### src/hdl/udhcd_pkg.sv
// Package for the dual-hash checksum block: constants, types and the bit shuffle.
package udhcd_pkg;

  localparam logic [31:0] Times33Seed = 32'd5381;
  localparam logic [31:0] EmptySum    = 32'h0000_1000;
  localparam logic [31:0] Mul33       = 32'd33;
  localparam logic [31:0] Mul65599    = 32'd65599;
  localparam logic [31:0] Recip10     = 32'hCCCC_CCCD;
  localparam int          RecipShift  = 35;
  localparam int          QuotWidth   = 64 - RecipShift;

  typedef enum logic [1:0] {
    DigIdle,
    DigMul,
    DigAcc,
    DigDone
  } dig_state_e;

  typedef struct packed {
    logic [31:0] checksum;
    logic [3:0]  digit;
  } result_t;

  function automatic logic [31:0] mix_hashes(input logic [31:0] h1, input logic [31:0] h2);
    logic [31:0] x;
    logic [31:0] mid;
    logic [31:0] lo;
    logic [31:0] hi;
    logic [31:0] rest;
    x    = ((h1 >> 6) & 32'h03ff_ffc0) | ((h1 >> 2) & 32'h0000_003f);
    x    = ((x >> 4) & 32'h003f_fc00) | (x & 32'h0000_03ff);
    x    = ((x >> 4) & 32'h0003_c000) | (x & 32'h0000_3fff);
    mid  = (((x & 32'h0000_03c0) << 4) | (x & 32'h0000_003c)) << 2;
    lo   = h2 & 32'h0000_0f0f;
    hi   = h2 & 32'h0f0f_0000;
    rest = ((x & 32'hffff_c000) << 4) | (x & 32'h0000_3c00);
    return (rest << 10) | mid | lo | hi;
  endfunction

endpackage

### src/hdl/udhcd_hash.sv
// Running times-33 and times-65599 hashes with the final shuffle.
module udhcd_hash (
  input  logic        clk_i,
  input  logic        rst_ni,
  input  logic        accept_i,
  input  logic [7:0]  char_byte_i,
  input  logic        no_char_i,
  input  logic        last_i,
  output logic [31:0] sum_o
);

  logic [31:0] h1_q, h1_d;
  logic [31:0] h2_q, h2_d;
  logic        seen_q, seen_d;
  logic [31:0] sx;
  logic [31:0] h1_prod;
  logic [31:0] h2_prod;

  assign sx      = {{24{char_byte_i[7]}}, char_byte_i};
  assign h1_prod = h1_q * udhcd_pkg::Mul33;
  assign h2_prod = h2_q * udhcd_pkg::Mul65599;

  always_comb begin
    h1_d   = no_char_i ? h1_q : h1_prod + sx;
    h2_d   = no_char_i ? h2_q : h2_prod + sx;
    seen_d = seen_q | ~no_char_i;
  end

  assign sum_o = seen_d ? udhcd_pkg::mix_hashes(h1_d, h2_d) : udhcd_pkg::EmptySum;

  always_ff @(posedge clk_i or negedge rst_ni) begin
    if (!rst_ni) begin
      h1_q   <= udhcd_pkg::Times33Seed;
      h2_q   <= '0;
      seen_q <= 1'b0;
    end else if (accept_i) begin
      if (last_i) begin
        h1_q   <= udhcd_pkg::Times33Seed;
        h2_q   <= '0;
        seen_q <= 1'b0;
      end else begin
        h1_q   <= h1_d;
        h2_q   <= h2_d;
        seen_q <= seen_d;
      end
    end
  end

endmodule

### src/hdl/udhcd_div10.sv
// Shared divide-by-ten unit: reciprocal multiply, registered, then quotient and remainder.
module udhcd_div10 (
  input  logic                             clk_i,
  input  logic                             en_i,
  input  logic [31:0]                      value_i,
  output logic [udhcd_pkg::QuotWidth-1:0]  quot_o,
  output logic [3:0]                       rem_o
);

  logic [63:0] prod_q;
  logic [31:0] val_q;
  logic [32:0] quot_x10;
  logic [32:0] diff;

  always_ff @(posedge clk_i) begin
    if (en_i) begin
      prod_q <= {32'b0, value_i} * {32'b0, udhcd_pkg::Recip10};
      val_q  <= value_i;
    end
  end

  assign quot_o   = prod_q[63:udhcd_pkg::RecipShift];
  assign quot_x10 = {(33 - udhcd_pkg::QuotWidth - 3)'(0), quot_o, 3'b0}
                  + {(33 - udhcd_pkg::QuotWidth - 1)'(0), quot_o, 1'b0};
  assign diff     = {1'b0, val_q} - quot_x10;
  assign rem_o    = diff[3:0];

endmodule

### src/hdl/udhcd_digit.sv
// Sequencer for the check digit, one decimal digit per pass through the divide unit.
module udhcd_digit (
  input  logic                clk_i,
  input  logic                rst_ni,
  input  logic                start_i,
  input  logic [31:0]         value_i,
  input  logic                out_free_i,
  output logic                idle_o,
  output logic                res_valid_o,
  output udhcd_pkg::result_t  res_o
);

  udhcd_pkg::dig_state_e state_q, state_d;

  logic [31:0]                     rest_q, rest_d;
  logic [31:0]                     chk_q, chk_d;
  logic [3:0]                      mod_q, mod_d;
  logic                            odd_q, odd_d;
  logic                            first_q, first_d;
  logic                            div_en;
  logic [udhcd_pkg::QuotWidth-1:0] quot;
  logic [3:0]                      rem;
  logic [3:0]                      dig_w;
  logic [4:0]                      mod_sum;
  logic [3:0]                      raw;
  logic [4:0]                      raw_adj;
  logic [3:0]                      digit;

  udhcd_div10 u_div10 (
    .clk_i  (clk_i),
    .en_i   (div_en),
    .value_i(rest_q),
    .quot_o (quot),
    .rem_o  (rem)
  );

  always_comb begin
    if (odd_q && !first_q) begin
      dig_w = (rem < 4'd5) ? 4'(rem << 1) : 4'((rem << 1) - 4'd9);
    end else begin
      dig_w = rem;
    end
    mod_sum = first_q ? {1'b0, rem} : {1'b0, mod_q} + {1'b0, dig_w};
    if (mod_sum >= 5'd10) begin
      mod_sum = mod_sum - 5'd10;
    end
  end

  always_comb begin
    raw     = (mod_q == 4'd0) ? 4'd0 : 4'd10 - mod_q;
    raw_adj = raw[0] ? {1'b0, raw} + 5'd9 : {1'b0, raw};
    digit   = (odd_q && raw != 4'd0) ? raw_adj[4:1] : raw;
  end

  always_comb begin
    state_d = state_q;
    unique case (state_q)
      udhcd_pkg::DigIdle: if (start_i) state_d = udhcd_pkg::DigMul;
      udhcd_pkg::DigMul:  state_d = udhcd_pkg::DigAcc;
      udhcd_pkg::DigAcc: begin
        state_d = (quot == '0) ? udhcd_pkg::DigDone : udhcd_pkg::DigMul;
      end
      udhcd_pkg::DigDone: if (out_free_i) state_d = udhcd_pkg::DigIdle;
      default:            state_d = udhcd_pkg::DigIdle;
    endcase
  end

  always_comb begin
    rest_d      = rest_q;
    chk_d       = chk_q;
    mod_d       = mod_q;
    odd_d       = odd_q;
    first_d     = first_q;
    div_en      = 1'b0;
    idle_o      = 1'b0;
    res_valid_o = 1'b0;
    unique case (state_q)
      udhcd_pkg::DigIdle: begin
        idle_o = 1'b1;
        if (start_i) begin
          rest_d  = value_i;
          chk_d   = value_i;
          mod_d   = '0;
          odd_d   = 1'b1;
          first_d = 1'b1;
        end
      end
      udhcd_pkg::DigMul: div_en = 1'b1;
      udhcd_pkg::DigAcc: begin
        rest_d  = {(32 - udhcd_pkg::QuotWidth)'(0), quot};
        mod_d   = mod_sum[3:0];
        first_d = 1'b0;
        if (!first_q) begin
          odd_d = ~odd_q;
        end
      end
      udhcd_pkg::DigDone: res_valid_o = out_free_i;
      default: ;
    endcase
  end

  assign res_o.checksum = chk_q;
  assign res_o.digit    = digit;

  always_ff @(posedge clk_i or negedge rst_ni) begin
    if (!rst_ni) begin
      state_q <= udhcd_pkg::DigIdle;
    end else begin
      state_q <= state_d;
    end
  end

  always_ff @(posedge clk_i) begin
    rest_q  <= rest_d;
    chk_q   <= chk_d;
    mod_q   <= mod_d;
    odd_q   <= odd_d;
    first_q <= first_d;
  end

endmodule

### src/hdl/url_dual_hash_check_digit.sv
// Top level: byte stream in, checksum and check digit out.
// Bytes that do not end a string are taken one per cycle while the digit sequencer is idle.
// A last transfer starts the digit sequencer: it passes through its multiply and accumulate states for each
// decimal digit of the checksum (1 to 10 digits), then waits in its done state until the output register is free.
// Input ready stays low until the result has moved into the output register.
// Reset clears the hashes to their seeds and empties the output register.
module url_dual_hash_check_digit (
  input  logic        clk_i,
  input  logic        rst_ni,
  input  logic        s_axis_tvalid_i,
  output logic        s_axis_tready_o,
  input  logic [7:0]  s_axis_tdata_i,   // [7:0] char_byte
  input  logic        s_axis_tuser_i,   // [0] no_char
  input  logic        s_axis_tlast_i,
  output logic        m_axis_tvalid_o,
  input  logic        m_axis_tready_i,
  output logic [39:0] m_axis_tdata_o    // [31:0] checksum_value, [35:32] check_digit
);

  logic               accept;
  logic               idle;
  logic [31:0]        sum;
  logic               out_free;
  logic               res_valid;
  udhcd_pkg::result_t res;
  logic               m_valid_q, m_valid_d;
  logic [39:0]        m_data_q, m_data_d;

  assign s_axis_tready_o = idle;
  assign accept          = s_axis_tvalid_i & idle;
  assign out_free        = ~m_valid_q | m_axis_tready_i;

  udhcd_hash u_hash (
    .clk_i      (clk_i),
    .rst_ni     (rst_ni),
    .accept_i   (accept),
    .char_byte_i(s_axis_tdata_i),
    .no_char_i  (s_axis_tuser_i),
    .last_i     (s_axis_tlast_i),
    .sum_o      (sum)
  );

  udhcd_digit u_digit (
    .clk_i      (clk_i),
    .rst_ni     (rst_ni),
    .start_i    (accept & s_axis_tlast_i),
    .value_i    (sum),
    .out_free_i (out_free),
    .idle_o     (idle),
    .res_valid_o(res_valid),
    .res_o      (res)
  );

  always_comb begin
    m_valid_d = m_valid_q;
    m_data_d  = m_data_q;
    if (res_valid) begin
      m_valid_d = 1'b1;
      m_data_d  = {4'b0, res.digit, res.checksum};
    end else if (m_axis_tready_i) begin
      m_valid_d = 1'b0;
    end
  end

  always_ff @(posedge clk_i or negedge rst_ni) begin
    if (!rst_ni) begin
      m_valid_q <= 1'b0;
    end else begin
      m_valid_q <= m_valid_d;
    end
  end

  always_ff @(posedge clk_i) begin
    m_data_q <= m_data_d;
  end

  assign m_axis_tvalid_o = m_valid_q;
  assign m_axis_tdata_o  = m_data_q;

endmodule

### config.mk
export PLATFORM = sky130hd
export DESIGN_NAME = url_dual_hash_check_digit
export DESIGN_NICKNAME = d
export VERILOG_FILES = /design/src/hdl/udhcd_pkg.sv /design/src/hdl/udhcd_hash.sv /design/src/hdl/udhcd_div10.sv /design/src/hdl/udhcd_digit.sv /design/src/hdl/url_dual_hash_check_digit.sv
export SDC_FILE = /design/constraint.sdc
export NUM_CORES = 2
export LEC_CHECK = 0
export BUFFER_PORTS_ARGS = -buffer_cell sky130_fd_sc_hd__clkbuf_2
export CORE_MARGIN = 1.5
export CORE_UTILIZATION = 55
export DETAILED_ROUTE_END_ITERATION = 10
export GPL_ROUTABILITY_DRIVEN = 0
export PLACE_DENSITY = 0.74
export SLEW_MARGIN = 20
export SYNTH_ARGS = -nofsm -noshare
export SYNTH_HDL_FRONTEND = slang
export SYNTH_SLANG_ARGS = --single-unit
### constraint.sdc
create_clock -name clk_i -period 6.2 [get_ports clk_i]
set_input_delay 1.24 -clock clk_i [delete_from_list [all_inputs] [get_ports clk_i]]
set_output_delay 1.24 -clock clk_i [all_outputs]
set_load 0.01 [all_outputs]
==> results.cfg <==
[run_status]
run_status = complete, but fails checks
failed_checks = setup timing

[clock_network]
cts_made_buffers = 25
numClockSinks = 203
maximum_level_of_the_cts_h_tree = 1
cts.path.max_buffers = 3
clkSlewWorstSetupHoldPaths_ns = 0.07
cts.hold.buffers_added = 0
clk_root_buffer_cell = sky130_fd_sc_hd__clkbuf_16
tritoncts_clock_tree = built
worstSkewPairLatency_ns = 0.55

[worst_setup_path]
r2r_cells = 27
critical_path.n_buffers_inverters = 10
crit_end = u_digit.u_div10.prod_q[60]$_DFFE_PN_
critPathSlowestCell = sky130_fd_sc_hd__fa_2
critical_path_cell_count = 27
worstPathRequired_ns = 6.50
ff2ff_setup_slack_ns = -0.78
cp-startpoint = u_digit.rest_q[18]$_DFFE_PP_
critical_path.max_fanout = 3
regToRegEndpoint = u_digit.u_div10.prod_q[60]$_DFFE_PN_
cpLargestDelayFamily = adder cells
cpPeakStageDelay_ns = 0.60
worstSetupPathType = flip-flop to flip-flop
critPathCaptureType = flip-flop
crit_arrival_ns = 7.28
startpoint_type = flip-flop
cp_common_cell = sky130_fd_sc_hd__fa_1
worst_r2r_startpoint = u_digit.rest_q[18]$_DFFE_PP_

[die]
floorplan.core_area_um2 = 60500
top_level_ports = 56
dieWidth_um = 251
floorplan.rows = 90
die_footprint_um2 = 62900
dieHeight_um = 251
start_util_pct = 55.8

[global_routing]
met3_usage_pct = 5.19
use_met1_pct = 41.4
grt_antenna_before_repair = 0
met2_usage_pct = 50.2
grt_pass1_vias = 26900
grt_max_degree = 65
overflow_after_grt = 0
grt_most_used_layer = met2
grt_first_pass_wirelength_um = 148000
globalRouteTotalUtil_pct = 30.9

[logic_synthesis]
syn_inst = 3321
synth.avg_cell_area_um2 = 10.2
synth_async_sr_flop_share_pct = 31.5
ys_seq_area_share_pct = 17.1
synthesis.area_um2 = 33800
synth_top_area_share_pct = 32.0
synthDistinctLibCells = 88
synth_seq_cells = 203
synth_largest_area_cell = sky130_fd_sc_hd__fa_1
dominantRegCellSynth = sky130_fd_sc_hd__edfxtp_1
synth-warning-count = 0
synth_edf_count = 139
synth.top_cells.by_area = sky130_fd_sc_hd__fa_1 (32%), sky130_fd_sc_hd__ha_1 (20%), sky130_fd_sc_hd__edfxtp_1 (12%)

[route]
routedWlPerCell_um = 20.7
vias = 25700
via_per_inst = 5.59
detailedRoute.firstIterationViolations = 1877
drt_pass1_iterations = 8
drt.antenna.violating_nets = 0
detail_route.wirelength_um = 94800
drc = 0

[place]
port_buffers = 51
dpl_wire_length_um = 78600

[finish]
most_common_cell_after_layout_fill_and_taps_aside = sky130_fd_sc_hd__inv_1
relative_area_change_from_synthesis_to_final_layout_pct = 19.4
insertedDiodeCount = 0
drive_gt1_share_pct = 20.1
num-fill-cells = 4444
final_cell_mix = sky130_fd_sc_hd__inv_1 (877), sky130_fd_sc_hd__fa_1 (527), sky130_fd_sc_hd__ha_1 (496), sky130_fd_sc_hd__buf_4 (422), sky130_fd_sc_hd__edfxtp_1 (139)
fin_nets = 4892

[sta]
slew_headroom_pct = 19.6
worst_clock_skew_ns = 0.0203
finalCritPeriodShare_pct = 113
setup_repair_after_global_routing_missed_its_margin = true
final_hold_viols = 0
hold_ws_ns = 0.408
timing_max_transition_violations_final = 0
finalSetupViolCount = 29
worst-slew-pin-transition_ns = 1.19
max_freq_mhz = 143
finalCriticalPeriod_ns = 6.98
timing.final.ws_setup_ns = -0.778

[job]
max_cap_viol_count = 0

[min_path]
hold_path_class = flip-flop to flip-flop
[cell families (layout without fill, tap and decap cells)]
family / count (synthesis) / after routing / share of synthesized area [%]
AOI/OAI and AO/OA: 479 / 479 / 9.19
xor gates and xnor gates: 138 / 138 / 3.58
adders and majority gates: 1091 / 1091 / 52.4
buffers and inverters: 961 / 1443 / 10.9
DFF: 203 / 203 / 17.1
muxes: 21 / 21 / 0.700
other: 1 / 4 / 0.0111
and+or+nand+nor: 427 / 427 / 6.09
[cell type report]
cell class	count	area [um2]	area share [%]
inverters	899	3390	8.41
well taps	782	978	2.43
repair buffers	499	3760	9.33
clock inverters	15	148	0.366
clock buffers	30	654	1.62
flip-flops and latches	203	5780	14.3
multi-input cells	2160	25600	63.5
[synthesized netlist by cell type (all sizes together), types with 6 or more instances]
cell and count:
clkbuf 50, nand4 19, o22ai 23, o21ai 126
nand3 36, a21o 55, o21a 23, and3 12
inv 899, mux2 18, o211ai 10, buf 12
a22oi 9, nand2b 16, nor4 14, o31ai 9
nand2 137, a221oi 6, nor2b 19, edfxtp 139
nor2 87, a31oi 10, dfrtp 59, and2 21
a41oi 6, nor3 37, o21bai 10, xnor2 78
ha 550, or3 8, a211oi 17, a21boi 8
xor2 60, a21oi 126, fa 540
[metrics by stage]
stage | instance area [um2] | std cells | util, % | setup slack, ns | TNS (ns)
2_1_floorplan | 34300 | 3324 | - | -0.935 | -23.58
3_3_place_gp | 38300 | 4503 | 63.3 | -0.860 | -21.70
3_5_place_dp | 38300 | 4504 | 63.4 | -0.930 | -25.72
4_1_cts | 39700 | 4565 | 65.7 | -0.657 | -13.77
5_1_grt | 40300 | 4588 | 66.7 | -0.976 | -24.37
6_report | 40300 | 4588 | 66.7 | -0.778 | -18.76
[per-layer routing]
metal	vias to the layer above	share of wire, %
met5	-	0
met4	0	4.8
met3	259	7.5
met2	1040	47
met1	12800	41
li1	11600	-
[flip-flops by register name, summed over array words and instances, names as in the netlist, 4 cells and up]
register / flops
u_digit.mod_q: 4
u_digit.chk_q: 32
u_digit.u_div10.prod_q: 31
u_digit.rest_q: 32
m_axis_tdata_o: 36
u_hash.h1_q: 32
u_hash.h2_q: 28
[worst min-delay path by stage]
stage | from | endpoint | slack (ns) | depth (start not counted)
floorplan | u_digit.chk_q[0]$_DFFE_PP_ | m_axis_tdata_o[0]$_DFFE_PP_ | 0.40 | 0
global placement | u_digit.chk_q[13]$_DFFE_PP_ | m_axis_tdata_o[13]$_DFFE_PP_ | 0.40 | 0
detailed placement | u_digit.chk_q[24]$_DFFE_PP_ | m_axis_tdata_o[24]$_DFFE_PP_ | 0.40 | 0
CTS | u_digit.chk_q[12]$_DFFE_PP_ | m_axis_tdata_o[12]$_DFFE_PP_ | 0.41 | 0
global route | u_digit.chk_q[15]$_DFFE_PP_ | m_axis_tdata_o[15]$_DFFE_PP_ | 0.41 | 0
finish | u_digit.chk_q[12]$_DFFE_PP_ | m_axis_tdata_o[12]$_DFFE_PP_ | 0.41 | 0
[timing repair]
item                                    4_1_cts  5_1_grt
resized for setup                            80       88
endpoints found under the hold margin         0        0
endpoints found under the setup margin       29       37
pin swaps                                    61       53
setup buffers                                18       23
Power is left out: the tool's default activity adds up to more than one toggle a clock period on the data nets, which glitch-free logic cannot reach.
